$ cat src/sv/tcc_pkg.sv
// ----------------------------------------------------------------------------
// tcc_pkg: shared types and constants
// register indexes, reset values, datapath widths and pipeline latencies
// ----------------------------------------------------------------------------
package tcc_pkg;

	localparam int REG_IDX_W = 3;
	localparam int CFG_W     = 64;
	localparam int COORD_W   = 32;
	localparam int SCR_W     = 13;
	localparam int SCR_OUT_W = 16;

	// register indexes
	localparam logic [REG_IDX_W-1:0] REG_ROW0_COLS01   = 3'd0;
	localparam logic [REG_IDX_W-1:0] REG_ROW0_COLS23   = 3'd1;
	localparam logic [REG_IDX_W-1:0] REG_ROW1_COLS01   = 3'd2;
	localparam logic [REG_IDX_W-1:0] REG_ROW1_COLS23   = 3'd3;
	localparam logic [REG_IDX_W-1:0] REG_ROW2_COLS01   = 3'd4;
	localparam logic [REG_IDX_W-1:0] REG_ROW2_COLS23   = 3'd5;
	localparam logic [REG_IDX_W-1:0] REG_SCREEN_WIDTH  = 3'd6;
	localparam logic [REG_IDX_W-1:0] REG_SCREEN_HEIGHT = 3'd7;

	// reset values
	localparam logic [CFG_W-1:0] RST_ROW0_COLS01 = 64'h0000_0000_0001_0000;
	localparam logic [CFG_W-1:0] RST_ROW0_COLS23 = 64'h0;
	localparam logic [CFG_W-1:0] RST_ROW1_COLS01 = 64'h0001_0000_0000_0000;
	localparam logic [CFG_W-1:0] RST_ROW1_COLS23 = 64'h0;
	localparam logic [CFG_W-1:0] RST_ROW2_COLS01 = 64'h0;
	localparam logic [CFG_W-1:0] RST_ROW2_COLS23 = 64'h0000_0000_0001_0000;
	localparam logic [SCR_W-1:0] RST_WIDTH       = 13'd640;
	localparam logic [SCR_W-1:0] RST_HEIGHT      = 13'd480;

	// highlight limits in whole units on the sum of two y values
	localparam int EDGE_HL_LIMIT    = 10;
	localparam int EDGE_HL_LIMIT_BC = 12;

	// datapath widths
	localparam int PROD_W  = 2 * COORD_W;
	localparam int ACC_W   = PROD_W + 2;
	localparam int DIFF_W  = COORD_W + 1;
	localparam int CROSS_W = PROD_W + 1;
	localparam int PART_W  = CROSS_W;
	localparam int DET_W   = 98;
	localparam int NUM_W   = 46;
	localparam int DEN_W   = COORD_W + 1;
	localparam int QUO_W   = SCR_OUT_W;
	localparam int CMP_W   = 49;

	// divider latency: input stage, one stage per quotient bit, output stage
	localparam int DIV_LAT = QUO_W + 2;
	// lead of the determinant sign (registered in stage 8) over the divider operands (registered in stage 5)
	localparam int DET_LEAD = 3;

	typedef logic signed [COORD_W-1:0] coord_t;
	typedef logic signed [NUM_W-1:0]   num_t;
	typedef logic signed [QUO_W-1:0]   scr_t;

	typedef struct packed {
		logic [2:0] zero;
		logic [2:0] draw;
		logic [2:0] hl;
	} side_t;

endpackage

$ cat src/sv/tcc_div.sv
// ----------------------------------------------------------------------------
// tcc_div: pipelined saturating divider
// quotient of num by 2*den_half, truncated toward zero, saturated to 16 bits
// ----------------------------------------------------------------------------
module tcc_div (
	input  logic                clk,
	input  tcc_pkg::num_t       num,
	input  tcc_pkg::coord_t     den_half,
	output tcc_pkg::scr_t       quo
);

	localparam int STEPS = tcc_pkg::QUO_W;
	localparam int NW    = tcc_pkg::NUM_W;
	localparam int DW    = tcc_pkg::DEN_W;
	localparam int CW    = tcc_pkg::CMP_W;
	localparam int HW    = tcc_pkg::COORD_W;

	logic [NW-1:0]    rem_s [0:STEPS];
	logic [DW-1:0]    den_s [0:STEPS];
	logic [STEPS-1:0] quo_s [0:STEPS];
	logic             neg_s [0:STEPS];
	logic             ovf_s [0:STEPS];

	logic [NW-1:0]    num_mag;
	logic [HW-1:0]    half_mag;
	logic [DW-1:0]    den_mag;
	logic [STEPS-1:0] q_fin;
	logic signed [STEPS:0] q_negated;

	always_comb begin
		num_mag  = num[NW-1] ? NW'(-num) : NW'(num);
		half_mag = den_half[HW-1] ? HW'(-den_half) : HW'(den_half);
		den_mag  = {half_mag, 1'b0};
	end

	// input stage: magnitudes, sign and overflow
	always_ff @(posedge clk) begin
		rem_s[0] <= num_mag;
		den_s[0] <= den_mag;
		quo_s[0] <= '0;
		neg_s[0] <= num[NW-1] ^ den_half[HW-1];
		ovf_s[0] <= CW'(num_mag) >= (CW'(den_mag) << STEPS);
	end

	// one restoring step per stage, msb first
	for (genvar k = 0; k < STEPS; k++) begin : g_step
		localparam int B = STEPS - 1 - k;
		logic [CW-1:0] sub;
		logic          take;

		assign sub  = CW'(den_s[k]) << B;
		assign take = CW'(rem_s[k]) >= sub;

		always_ff @(posedge clk) begin
			rem_s[k+1] <= take ? NW'(CW'(rem_s[k]) - sub) : rem_s[k];
			quo_s[k+1] <= quo_s[k] | (take ? (STEPS'(1) << B) : '0);
			den_s[k+1] <= den_s[k];
			neg_s[k+1] <= neg_s[k];
			ovf_s[k+1] <= ovf_s[k];
		end
	end

	assign q_fin     = quo_s[STEPS];
	assign q_negated = -$signed({1'b0, q_fin});

	// output stage: apply sign and saturate
	always_ff @(posedge clk) begin
		if (neg_s[STEPS]) begin
			if (ovf_s[STEPS] || q_fin > (STEPS'(1) << (STEPS - 1)))
				quo <= {1'b1, {(STEPS-1){1'b0}}};
			else
				quo <= STEPS'(q_negated);
		end else begin
			if (ovf_s[STEPS] || q_fin[STEPS-1])
				quo <= {1'b0, {(STEPS-1){1'b1}}};
			else
				quo <= q_fin;
		end
	end

endmodule
$ cat config.mk
export PLATFORM = sky130hd
export DESIGN_NAME = tcc_div
export DESIGN_NICKNAME = d
export VERILOG_FILES = /design/src/sv/tcc_pkg.sv /design/src/sv/tcc_div.sv
export SDC_FILE = /design/constraint.sdc
export NUM_CORES = 2
export LEC_CHECK = 0
export BUFFER_PORTS_ARGS = -buffer_cell sky130_fd_sc_hd__buf_2
export CAP_MARGIN = 10
export CELL_PAD_IN_SITES_DETAIL_PLACEMENT = 1
export CELL_PAD_IN_SITES_GLOBAL_PLACEMENT = 1
export CORE_ASPECT_RATIO = 1.25
export CORE_MARGIN = 2
export CORE_UTILIZATION = 53
export DETAILED_ROUTE_END_ITERATION = 6
export PLACE_DENSITY_LB_ADDON = 0.1
export RECOVER_POWER = 50
export SYNTH_ARGS = -nofsm -noshare
export SYNTH_HDL_FRONTEND = slang
export SYNTH_SLANG_ARGS = --single-unit
$ cat constraint.sdc
create_clock -name clk -period 10 [get_ports clk]
set_input_delay 0 -clock clk [delete_from_list [all_inputs] [get_ports clk]]
set_output_delay 0 -clock clk [all_outputs]
set_load 0.005 [all_outputs]
==> results.sh <==
export IMPL_cts_buffers=145
export IMPL_core_area_sq_um=123200
export IMPL_globalRouteTotalUtil_pct=31.68
export IMPL_grt_overflow=0
export IMPL_synth_edf_count=0
export IMPL_cp_max_fo=5
export IMPL_critPathCaptureType="flop"
export IMPL_ant_nets=0
export IMPL_synthesis_area_sq_um=65780
export IMPL_ys_flop_type="dfxtp_1"
export IMPL_cts_tree="done"
export IMPL_clock_latency_ns=0.81
export IMPL_period_minus_slack_ns=6.525
export IMPL_arrival_ns=7.22
export IMPL_path_clk_slew_ns=0.06
export IMPL_min_path_type="input port to flop"
export IMPL_drc=0
export IMPL_worst_path_buf_inv=4
export IMPL_root_buffer="clkbuf_16"
export IMPL_netlist_instances=7195
export IMPL_switchingPower_mw=10.77
export IMPL_cp_cell_sequence="dlygate4sd3_1 -> buf_2 -> or4_4 -> nor4_4 -> nand2_2 -> or3_4 -> or4_4 -> or4_1 -> or4_1 -> or4_4 -> dlygate4sd3_1 -> o21ai_0 -> dlygate4sd3_1 -> xnor2_1 -> ha_1 -> nand4_1 -> nor4_1 -> o41ai_1 -> a21oi_1"
export IMPL_ys_seq_area_share_pct=43.64
export IMPL_synth_largest_area_cell="dfxtp_1"
export IMPL_first_global_vias=59740
export IMPL_dr_first_iter_drc_count=2222
export IMPL_wl_per_cell_um=22.16
export IMPL_dpl_hpwl_um=147400
export IMPL_synth_area_leaders="dfxtp_1 44%, ha_1 10%, a21oi_1 4.4%, xnor2_1 4.3%, inv_1 3.9%"
export IMPL_finalHoldViolations=0
export IMPL_antenna_found_initial=3
export IMPL_powerDensity_nw_per_um2=357.3
export IMPL_critPathTopFamily="simple AND/OR/NAND/NOR gates"
export IMPL_clock_sinks=1434
export IMPL_totalNegativeSetupSlack_ns=0
export IMPL_layout_drive_gt1_share_pct=7.547
export IMPL_path_class="input port to flop"
export IMPL_synth_warning_count=0
export IMPL_fp_dieArea_sq_um=127000
export IMPL_p_sw_share_pct=40.27
export IMPL_grt_max_degree=68
export IMPL_tightest_slew_ns=1.350
export IMPL_ys_ff_latch=1434
export IMPL_fin_cells=9202
export IMPL_outcome="completed"
export IMPL_setup_viol=0
export IMPL_ir_drop_mv=0.1671
export IMPL_fp_dieH_um=397.9
export IMPL_gp_congestion=0.9753
export IMPL_cp_start_kind="input port"
export IMPL_grt_pass1_wl_um=317500
export IMPL_rsz0062_at_grt="false"
export IMPL_via_per_inst=5.798
export IMPL_avgSynthCellArea_sq_um=9.142
export IMPL_boundaryPins=95
export IMPL_finClkSkew_ns=0.04059
export IMPL_clkPwrFrac_pct=21.0
export IMPL_layout_worst_path_cycle_share_pct=65.25
export IMPL_fmax_ghz=0.1533
export IMPL_cts_max_level=4
export IMPL_p_seq_share_pct=31.6
export IMPL_combPwrFrac_pct=47.4
export IMPL_dp_cells=8745
export IMPL_row_count=144
export IMPL_final_max_slew_viol_count=0
export IMPL_syn2layout_area_growth_pct=13.75
export IMPL_initial_utilization_pct=53.37
export IMPL_synth_distinct_cells=84
export IMPL_fin_nets=8115
export IMPL_p_leak_nw=33.49
export IMPL_die_w_um=319.1
export IMPL_p_int_mw=15.97
export IMPL_slew_headroom_pct=9.254
export IMPL_synth_top_area_share_pct=43.64
export IMPL_crit_required_ns=10.70
export IMPL_critPathMaxStageDelay_ns=0.61
export IMPL_cts_path_max_buffers=3
export IMPL_num_vias=53360
export IMPL_critPathSlowestCell="dlygate4sd3_1"
export IMPL_async_reset_ff_share_pct=0
export IMPL_maxCapViolations=0
export IMPL_postCtsResizedCells=0
export IMPL_syn_nets=7830
export IMPL_routed_wl_um=203900
export IMPL_first_pass_iters=5
export IMPL_port_buffers=94
[worst paths after layout]
kind | startpoint | to | slack [ns] | depth (start not counted)
worst max-delay path | num[10] | ovf_s[0] | 3.47 | 19
worst min-delay path | den_half[30] | den_s[0][31] | 0.06 | 3
worst max register to register | den_s[0][431] | rem_s[0][688] | 5.25 | 13
worst min register to register | quo_s[15][7] | quo_s[16][7] | 0.32 | 0
[synth_stat cells (15+ instances only)]
master and number:
fa_1 15, o31ai_1 55, or4_1 22, a21boi_0 25
o211ai_1 28, dfxtp_1 1434, a21oi_1 573, o21bai_1 71
a31oi_1 53, nor4_1 65, a311oi_1 15, mux2_2 124
nand2_1 534, nor3b_1 15, inv_1 677, nand3b_1 17
o41ai_1 19, and2_1 35, buf_1 18, nor2_1 430
clkbuf_1 158, o31a_1 24, nor4b_1 18, a2111oi_0 15
a41oi_1 18, xnor2_1 326, a211oi_1 47, and3_1 42
nor3_1 95, nand2b_1 80, nand4_1 107, o21a_1 91
nor2b_1 84, or2_2 32, nand3_1 110, xor2_1 222
ha_1 541, or3_1 45, a21o_1 231, o21ai_0 500
[kinds of logic (layout without fill, tap and decap cells)]
logic type      count (synthesis)  in the layout  share of synthesized area, %
flops                        1434           1434                         43.64
fa+ha+maj                     556            556                         10.75
other cells                     0              4                             0
compound gates               1887           1887                         17.85
mux                           130            130                         2.214
xor+xnor                      548            548                         7.297
buf+inv                       857           1254                         4.925
simple gates                 1783           1783                         13.32
[power groups by stage]
stage / Clock [mW] / Sequential (mW) / Combinational, mW
detailed placement: 0 / 8.53 / 12.2
floorplan: 0 / 8.13 / 9.24
finish: 5.61 / 8.46 / 12.7
CTS: 5.67 / 8.43 / 12.5
global placement: 0 / 8.45 / 11.8
global route: 5.93 / 8.61 / 14.0
[worst register-to-register path, cell delays in order, from the launching register on]
cell and delay [ns]:
dfxtp_1 0.37, inv_1 0.07, ha_1 0.31, nor2b_1 0.21
o31ai_1 0.14, a211oi_1 0.77, o211ai_1 0.39, a21o_1 0.29
a31oi_1 0.44, a21bo_2 0.21, buf_4 0.52, or3b_2 0.56
nor3_1 0.22, xor2_1 0.17
[cell usage in the layout, fill, tap and decap left out, drive strengths merged, types with 27 or more instances in the layout]
master	count
o211ai	28
a211oi	47
o21a	91
xnor2	326
nor4	66
a31oi	53
inv	686
and2	36
nand2	535
nand3	110
or3	47
nand4	107
mux2	124
nor2b	84
nand2b	80
or4	31
clkbuf	204
o31ai	55
clkinv	27
xor2	222
nor2	430
or2	32
dlygate4sd3	194
and3	42
a21oi	573
nor3	95
o21ai	500
o21bai	71
ha	541
buf	124
a21o	231
dfxtp	1434
[layer usage]
layer | share of wire (%) | track usage [%] | wire, um | up-vias
met5 | 0 | 0 | 0 | -
met4 | 10 | 29.73 | 21100 | 0
met3 | 2.2 | 3.397 | 4578 | 772
met2 | 56 | 64.82 | 113500 | 1174
met1 | 32 | 25.56 | 64710 | 25760
li1 | - | - | - | 25650
[timing repair]
action | CTS | global route
buffers inserted | 0 | 0
hold buffers | 194 | 0
endpoints found under the hold margin | 80 | 0
[metrics by stage]
stage,power [mW],hold WS (ns),util (%),setup slack [ns],cell area [sq um]
after floorplan,17.37,0.02772,-,5.434,65780
after global placement,20.29,0.1330,55.10,4.267,67910
after detailed placement,20.76,0.1423,55.13,4.299,67940
after CTS,26.62,0.001830,60.70,3.878,74810
after global routing,28.51,0.06609,60.71,3.444,74820
final,26.73,0.05743,60.71,3.475,74820
[area by class of cell]
type,instances,area [sq um]
clock buffer,204,4172
timing repair buffer,318,2638
sequential,1434,28710
inverter,677,2541
multi-input combinational,4904,33990
clock inverter,55,753.2
fill,13850,48420
tap,1606,2009
antenna,4,10.01
[flip-flops by register name (all words and copies together), names as in the netlist]
signal  flops
den_s     512
neg_s      17
quo_s     136
rem_s     736
quo        16
ovf_s      17
No activity file was read; power rests on OpenSTA's default activity.
